[src/sv/ppe_pkg.sv]
// Package for the particle pool engine.
// Holds operation codes, controller state codes and the command/status structs.
// No dependencies.
package ppe_pkg;

  typedef enum logic [1:0] {
    FUNC_EMIT  = 2'd0,
    FUNC_TICK  = 2'd1,
    FUNC_CLEAR = 2'd2,
    FUNC_READ  = 2'd3
  } func_t;

  typedef enum logic [9:0] {
    ST_IDLE    = 10'b0000000001,
    ST_EM_SCAN = 10'b0000000010,
    ST_EM_WR   = 10'b0000000100,
    ST_TK_SCAN = 10'b0000001000,
    ST_TK_LIFE = 10'b0000010000,
    ST_TK_MUL  = 10'b0000100000,
    ST_TK_DIV  = 10'b0001000000,
    ST_TK_WR   = 10'b0010000000,
    ST_RD_SCAN = 10'b0100000000,
    ST_RD_LOAD = 10'b1000000000
  } state_t;

  localparam int AXES      = 3;
  localparam int DIV_BITS  = 8;
  localparam int REM_W     = 39;

  typedef struct packed {
    logic       capture;
    logic       clear;
    logic       wr_emit;
    logic       kill;
    logic       life_chk;
    logic       mul;
    logic       add;
    logic [1:0] ax;
    logic       div_step;
    logic [2:0] dbit;
    logic       wr_tick;
    logic       out_load;
    logic       out_last;
  } cmd_t;

  typedef struct packed {
    logic live_bit;
    logic later_any;
    logic expired;
  } sts_t;

endpackage

[src/sv/ppe_ctrl.sv]
// Controller of the particle pool engine: operation sequencing, slot walk,
// rover and result handshake.
// Depends on ppe_pkg.
module ppe_ctrl #(
  parameter int POOL_SLOTS = 64,
  parameter int IW = $clog2(POOL_SLOTS)
) (
  input  logic           clk,
  input  logic           rst_n,
  input  logic           in_valid,
  output logic           in_ready,
  input  logic [1:0]     in_func,
  output logic           out_valid,
  input  logic           out_ready,
  output ppe_pkg::cmd_t  cmd,
  output logic [IW-1:0]  addr,
  input  ppe_pkg::sts_t  sts
);
  import ppe_pkg::*;

  localparam logic [IW-1:0] LAST = IW'(POOL_SLOTS - 1);

  state_t state_r, state_nxt;
  logic [IW-1:0] idx_r, idx_nxt, cnt_r, cnt_nxt, rover_r, rover_nxt;
  logic [1:0] ax_r, ax_nxt;
  logic [2:0] bit_r, bit_nxt;
  logic out_valid_r, out_valid_nxt;
  logic accept, room;

  assign in_ready  = (state_r == ST_IDLE);
  assign accept    = in_valid && in_ready;
  assign out_valid = out_valid_r;
  assign addr      = idx_r;
  assign room      = !out_valid_r || out_ready;

  always_comb begin
    state_nxt     = state_r;
    idx_nxt       = idx_r;
    cnt_nxt       = cnt_r;
    rover_nxt     = rover_r;
    ax_nxt        = ax_r;
    bit_nxt       = bit_r;
    out_valid_nxt = out_valid_r && !out_ready;
    cmd           = '0;
    cmd.ax        = ax_r;
    cmd.dbit      = bit_r;
    unique case (state_r)
      ST_IDLE: begin
        if (accept) begin
          cmd.capture = 1'b1;
          unique case (func_t'(in_func))
            FUNC_EMIT: begin
              idx_nxt   = rover_r;
              cnt_nxt   = '0;
              state_nxt = ST_EM_SCAN;
            end
            FUNC_TICK: begin
              idx_nxt   = '0;
              state_nxt = ST_TK_SCAN;
            end
            FUNC_CLEAR: begin
              cmd.clear = 1'b1;
              rover_nxt = '0;
            end
            default: begin
              idx_nxt   = '0;
              state_nxt = ST_RD_SCAN;
            end
          endcase
        end
      end
      ST_EM_SCAN: begin
        if (!sts.live_bit) begin
          rover_nxt = idx_r;
          state_nxt = ST_EM_WR;
        end else if (cnt_r == LAST) begin
          idx_nxt   = '0;
          state_nxt = ST_EM_WR;
        end else begin
          cnt_nxt = cnt_r + 1'b1;
          idx_nxt = (idx_r == LAST) ? '0 : idx_r + 1'b1;
        end
      end
      ST_EM_WR: begin
        cmd.wr_emit = 1'b1;
        state_nxt   = ST_IDLE;
      end
      ST_TK_SCAN: begin
        if (sts.live_bit) begin
          state_nxt = ST_TK_LIFE;
        end else if (idx_r == LAST) begin
          state_nxt = ST_IDLE;
        end else begin
          idx_nxt = idx_r + 1'b1;
        end
      end
      ST_TK_LIFE: begin
        if (sts.expired) begin
          cmd.kill  = 1'b1;
          state_nxt = (idx_r == LAST) ? ST_IDLE : ST_TK_SCAN;
          idx_nxt   = (idx_r == LAST) ? idx_r : idx_r + 1'b1;
        end else begin
          cmd.life_chk = 1'b1;
          ax_nxt       = 2'd0;
          state_nxt    = ST_TK_MUL;
        end
      end
      ST_TK_MUL: begin
        cmd.mul = (ax_r != 2'd3);
        cmd.add = (ax_r != 2'd0);
        ax_nxt  = ax_r + 2'd1;
        if (ax_r == 2'd3) begin
          bit_nxt   = 3'd7;
          state_nxt = ST_TK_DIV;
        end
      end
      ST_TK_DIV: begin
        cmd.div_step = 1'b1;
        bit_nxt      = bit_r - 3'd1;
        if (bit_r == 3'd0) begin
          state_nxt = ST_TK_WR;
        end
      end
      ST_TK_WR: begin
        cmd.wr_tick = 1'b1;
        state_nxt   = (idx_r == LAST) ? ST_IDLE : ST_TK_SCAN;
        idx_nxt     = (idx_r == LAST) ? idx_r : idx_r + 1'b1;
      end
      ST_RD_SCAN: begin
        if (sts.live_bit) begin
          state_nxt = ST_RD_LOAD;
        end else if (idx_r == LAST) begin
          state_nxt = ST_IDLE;
        end else begin
          idx_nxt = idx_r + 1'b1;
        end
      end
      ST_RD_LOAD: begin
        if (room) begin
          cmd.out_load  = 1'b1;
          cmd.out_last  = !sts.later_any;
          out_valid_nxt = 1'b1;
          state_nxt     = (idx_r == LAST) ? ST_IDLE : ST_RD_SCAN;
          idx_nxt       = (idx_r == LAST) ? idx_r : idx_r + 1'b1;
        end
      end
      default: begin
        state_nxt = ST_IDLE;
      end
    endcase
  end

  always_ff @(posedge clk) begin
    if (!rst_n) begin
      state_r     <= ST_IDLE;
      idx_r       <= '0;
      cnt_r       <= '0;
      rover_r     <= '0;
      ax_r        <= '0;
      bit_r       <= '0;
      out_valid_r <= 1'b0;
    end else begin
      state_r     <= state_nxt;
      idx_r       <= idx_nxt;
      cnt_r       <= cnt_nxt;
      rover_r     <= rover_nxt;
      ax_r        <= ax_nxt;
      bit_r       <= bit_nxt;
      out_valid_r <= out_valid_nxt;
    end
  end

endmodule

[config.mk]
export PLATFORM = sky130hd
export DESIGN_NAME = ppe_ctrl
export DESIGN_NICKNAME = d
export VERILOG_FILES = /design/src/sv/ppe_pkg.sv /design/src/sv/ppe_ctrl.sv
export SDC_FILE = /design/constraint.sdc
export NUM_CORES = 1
export LEC_CHECK = 0
export BUFFER_PORTS_ARGS = -buffer_cell sky130_fd_sc_hd__buf_4
export CORE_ASPECT_RATIO = 1.1
export CORE_MARGIN = 4
export CORE_UTILIZATION = 50
export CTS_BUF_LIST = sky130_fd_sc_hd__clkbuf_8
export DETAILED_ROUTE_END_ITERATION = 8
export GPL_ROUTABILITY_DRIVEN = 1
export PLACE_DENSITY = 0.75
export SYNTH_ARGS = -nofsm -noshare
export SYNTH_HDL_FRONTEND = slang
export SYNTH_SLANG_ARGS = --single-unit
[constraint.sdc]
create_clock -name clk -period 4.65 [get_ports clk]
set_input_delay 0.465 -clock clk [delete_from_list [all_inputs] [get_ports clk]]
set_output_delay 0.465 -clock clk [all_outputs]
set_load 0.005 [all_outputs]
==> key figures <==
Run status
  • Status: completed

Worst setup path
  • WP depth: 5
  • Reg2reg start: state_r[4]
  • Setup crit start: state_r[3]
  • Buf/Inv on CP: 1
  • CP Class: reg2out
  • Reg2Reg Setup Slack: 1.95 ns
  • Worst r2r dst: addr[0]
  • CP required: 4.18 ns
  • Crit path max fanout: 10
  • Max stage delay cell, worst path: or4_4
  • CP Data Arrival Time: 2.38 ns
  • Crit end category: output port
  • Slowest stage delay, CP: 0.67 ns
  • Worst Setup Start Kind: flip-flop
  • Worst R2R Path Depth: 6
  • Top delay family on crit path: simple AND/OR/NAND/NOR gates
  • Worst setup path end: cmd[14]
  • CP cell instances: or4_4 > nor3_2 > and2_1 > nor3b_1 > buf_4

Finish
  • Layout cells sized above 1: 20.6%
  • Commonest cells after routing, fill and taps aside: 34 x dfxtp_1, 32 x buf_4, 31 x nor2_1
  • Most common cell after layout, fill and taps aside: dfxtp_1
  • Ant. Diodes: 0
  • Layout Area Growth over Synthesis: 14.8%
  • Fillers: 390
  • Nets: 301

Detailed routing
  • Total wire length: 5130 um
  • Via count: 2003
  • Antenna Nets Post-Route: 0
  • DR WL/cell: 15.1 um
  • Via density: 5.89
  • DR DRC count: 0
  • Pre-antenna DRT Iters: 4
  • Initial DRC Count: 164

STA
  • Clk_skew: 0.00723 ns
  • Max Freq: 352 MHz
  • Final Cycle Share: 61.1%
  • RSZ-0062 raised after global routing: false
  • Setup_tns: 0 ns
  • Final setup viols: 0
  • Fin. Hold Viols: 0
  • Worst Max-Slew Pin Slew: 0.717 ns
  • Final-report max-slew violation count: 0
  • Worst slew margin: 50.9%
  • Post-route minimum period: 2.84 ns
  • Hold slack final: 0.468 ns

CTS
  • CTS tree: built
  • Clock Sinks: 34
  • CTS resizes: 0
  • Cts-stage hold buffer count: 0
  • H-tree Lvls: 2
  • Clock Tree Buf Depth: 2
  • Clock transition at path regs: 0.07 ns
  • Clock latency at the later pin of the worst-skew pair: 0.28 ns
  • CTS Buf Count: 5
  • Root buffer cell: clkbuf_8
  • Setup Buffers After CTS: 0

Synth
  • Unique masters post-synth: 63
  • Syn Std Cell Area: 2200 um2
  • Syn_nets: 278
  • Ys Warns: 0
  • Post-Syn Instances: 263
  • Yosys top cell by area: dfxtp_1
  • Sequential share of the synthesized area: 31.0%
  • Top post-synthesis cells by area: dfxtp_1 31%, nor2_1 5.3%, mux2i_1 3.6%
  • Avg Cell Area, Syn: 8.35 um2
  • Top cell type's share of synthesized area: 31.0%
  • Number of synthesized register bits: 34
  • Post-synth EDFFs: 0
  • Asr flop ratio synth: 0%
  • Main synth FF type: dfxtp_1

Power
  • Clock power frac: 22.5%
  • LEAKAGE: 0.00108 uW
  • Switching power: 473 uW
  • Internal: 746 uW
  • Combinational power share: 46.3%
  • Switching fraction of total power: 38.8%
  • Seq pwr share: 31.1%
  • Pwr/cell area: 483 nW/um2
  • Peak supply drop: 0.000274 V

Job
  • Max Cap Viol: 0

Place
  • Gpl congestion: 0.871
  • Buffers added on ports: 32
  • HPWL after detailed placement: 3880 um

Floorplanning
  • Starting Density: 51.3%
  • Height of the die: 77.5 um
  • Core footprint: 4290 um2
  • Die span in x: 71.2 um
  • Total die area: 5520 um2
  • Io pins: 33
  • # rows: 25

Min path
  • HP Class: in2reg

GRT
  • Gr ovfl total: 0
  • First-pass GRT wire length: 8830 um
  • Initial antenna violation count: 0
  • Vias in the first global route: 1921
  • GRT Util Overall: 19.5%
  • Largest net degree at the start of global routing: 21
## how the worst min path moves through the flow
stage                           from          to  depth (start not counted)
after floorplan           rover_r[3]  rover_r[3]                          2
after global placement    rover_r[4]  rover_r[4]                          2
after CTS                 in_func[1]  state_r[8]                          3
final                      out_ready   out_valid                          4
after detailed placement    cnt_r[0]    cnt_r[0]                          2
after global routing      in_func[1]  state_r[8]                          3
## sequential cells by signal (all words and copies together) (netlist names)
| signal | cells |
|---|---|
| addr | 6 |
| state_r | 10 |
| out_valid | 1 |
| rover_r | 6 |
| ax_r | 2 |
| bit_r | 3 |
| cnt_r | 6 |
## kinds of logic after synthesis
logic type	Yosys count	synth area share (%)
mux	8	3.64
xor+xnor	12	4.78
buf+inv	28	6.38
simple gates	130	35.4
compound gates	45	15.4
flops	34	31.0
fa+ha+maj	6	3.42
## worst register-to-register path: cells and delay by family (launching register included)
kind / cells / cell delay [ns]
compound gates: 2 / 0.60
flops: 1 / 0.49
mux: 1 / 0.23
simple gates: 3 / 1.25
## synthesized netlist by cell type, drive strengths merged (2+ instances only)
master   instances
or4b             2
nor3            18
xnor2            5
or4              4
o211a            2
xor2             7
nor4b            2
a21oi            7
and2             7
clkbuf           7
nor2            31
ha               6
a2111oi          2
mux2i            8
nand4b           3
o2bb2ai          2
nand3b           2
o211ai           2
inv             12
dfxtp           34
and4             2
a221oi           2
nand2b           4
and3             8
a211oi           4
or2              2
o22a             2
o2111ai          2
nand2           16
nand3           10
nor2b            5
a31oi            4
buf              9
nor4             8
o21ai            9
or3              3
## final cells by class
type	instances	area, um2	area share [%]
clock buffers	6	82.6	3.27
repair buffers	32	240	9.52
inverters	12	45.0	1.79
multi-input cells	201	1380	54.6
flip-flops and latches	34	681	27.0
well taps	54	67.6	2.68
clock inverters	1	30.0	1.19
## power by group through the flow
stage                     registers (uW)  clock network [uW]  logic [uW]
final                                379                 275         565
after CTS                            379                 281         567
after detailed placement             384                   0         562
after floorplan                      347                   0         495
after global placement               385                   0         552
after global routing                 386                 295         619
## through the flow
step | util [%] | std cells | power, uW | cell area [um2] | worst slack (ns)
after global routing | 58.9 | 340 | 1300 | 2520 | 1.66
after floorplan | - | 263 | 842 | 2200 | 2.26
after CTS | 58.9 | 340 | 1230 | 2520 | 1.79
final | 58.9 | 340 | 1220 | 2520 | 1.81
after detailed placement | 56.2 | 333 | 946 | 2410 | 1.96
after global placement | 56.2 | 333 | 937 | 2410 | 1.96
## metal layers
layer,wire length [um],vias to the layer above,track usage [%]
li1,-,1002,-
met1,2200,952,23.7
met2,2650,44,32.7
met3,211,5,3.50
met4,58,0,9.59
met5,0,-,0
Note: power is estimated with default switching activity, not from simulation.
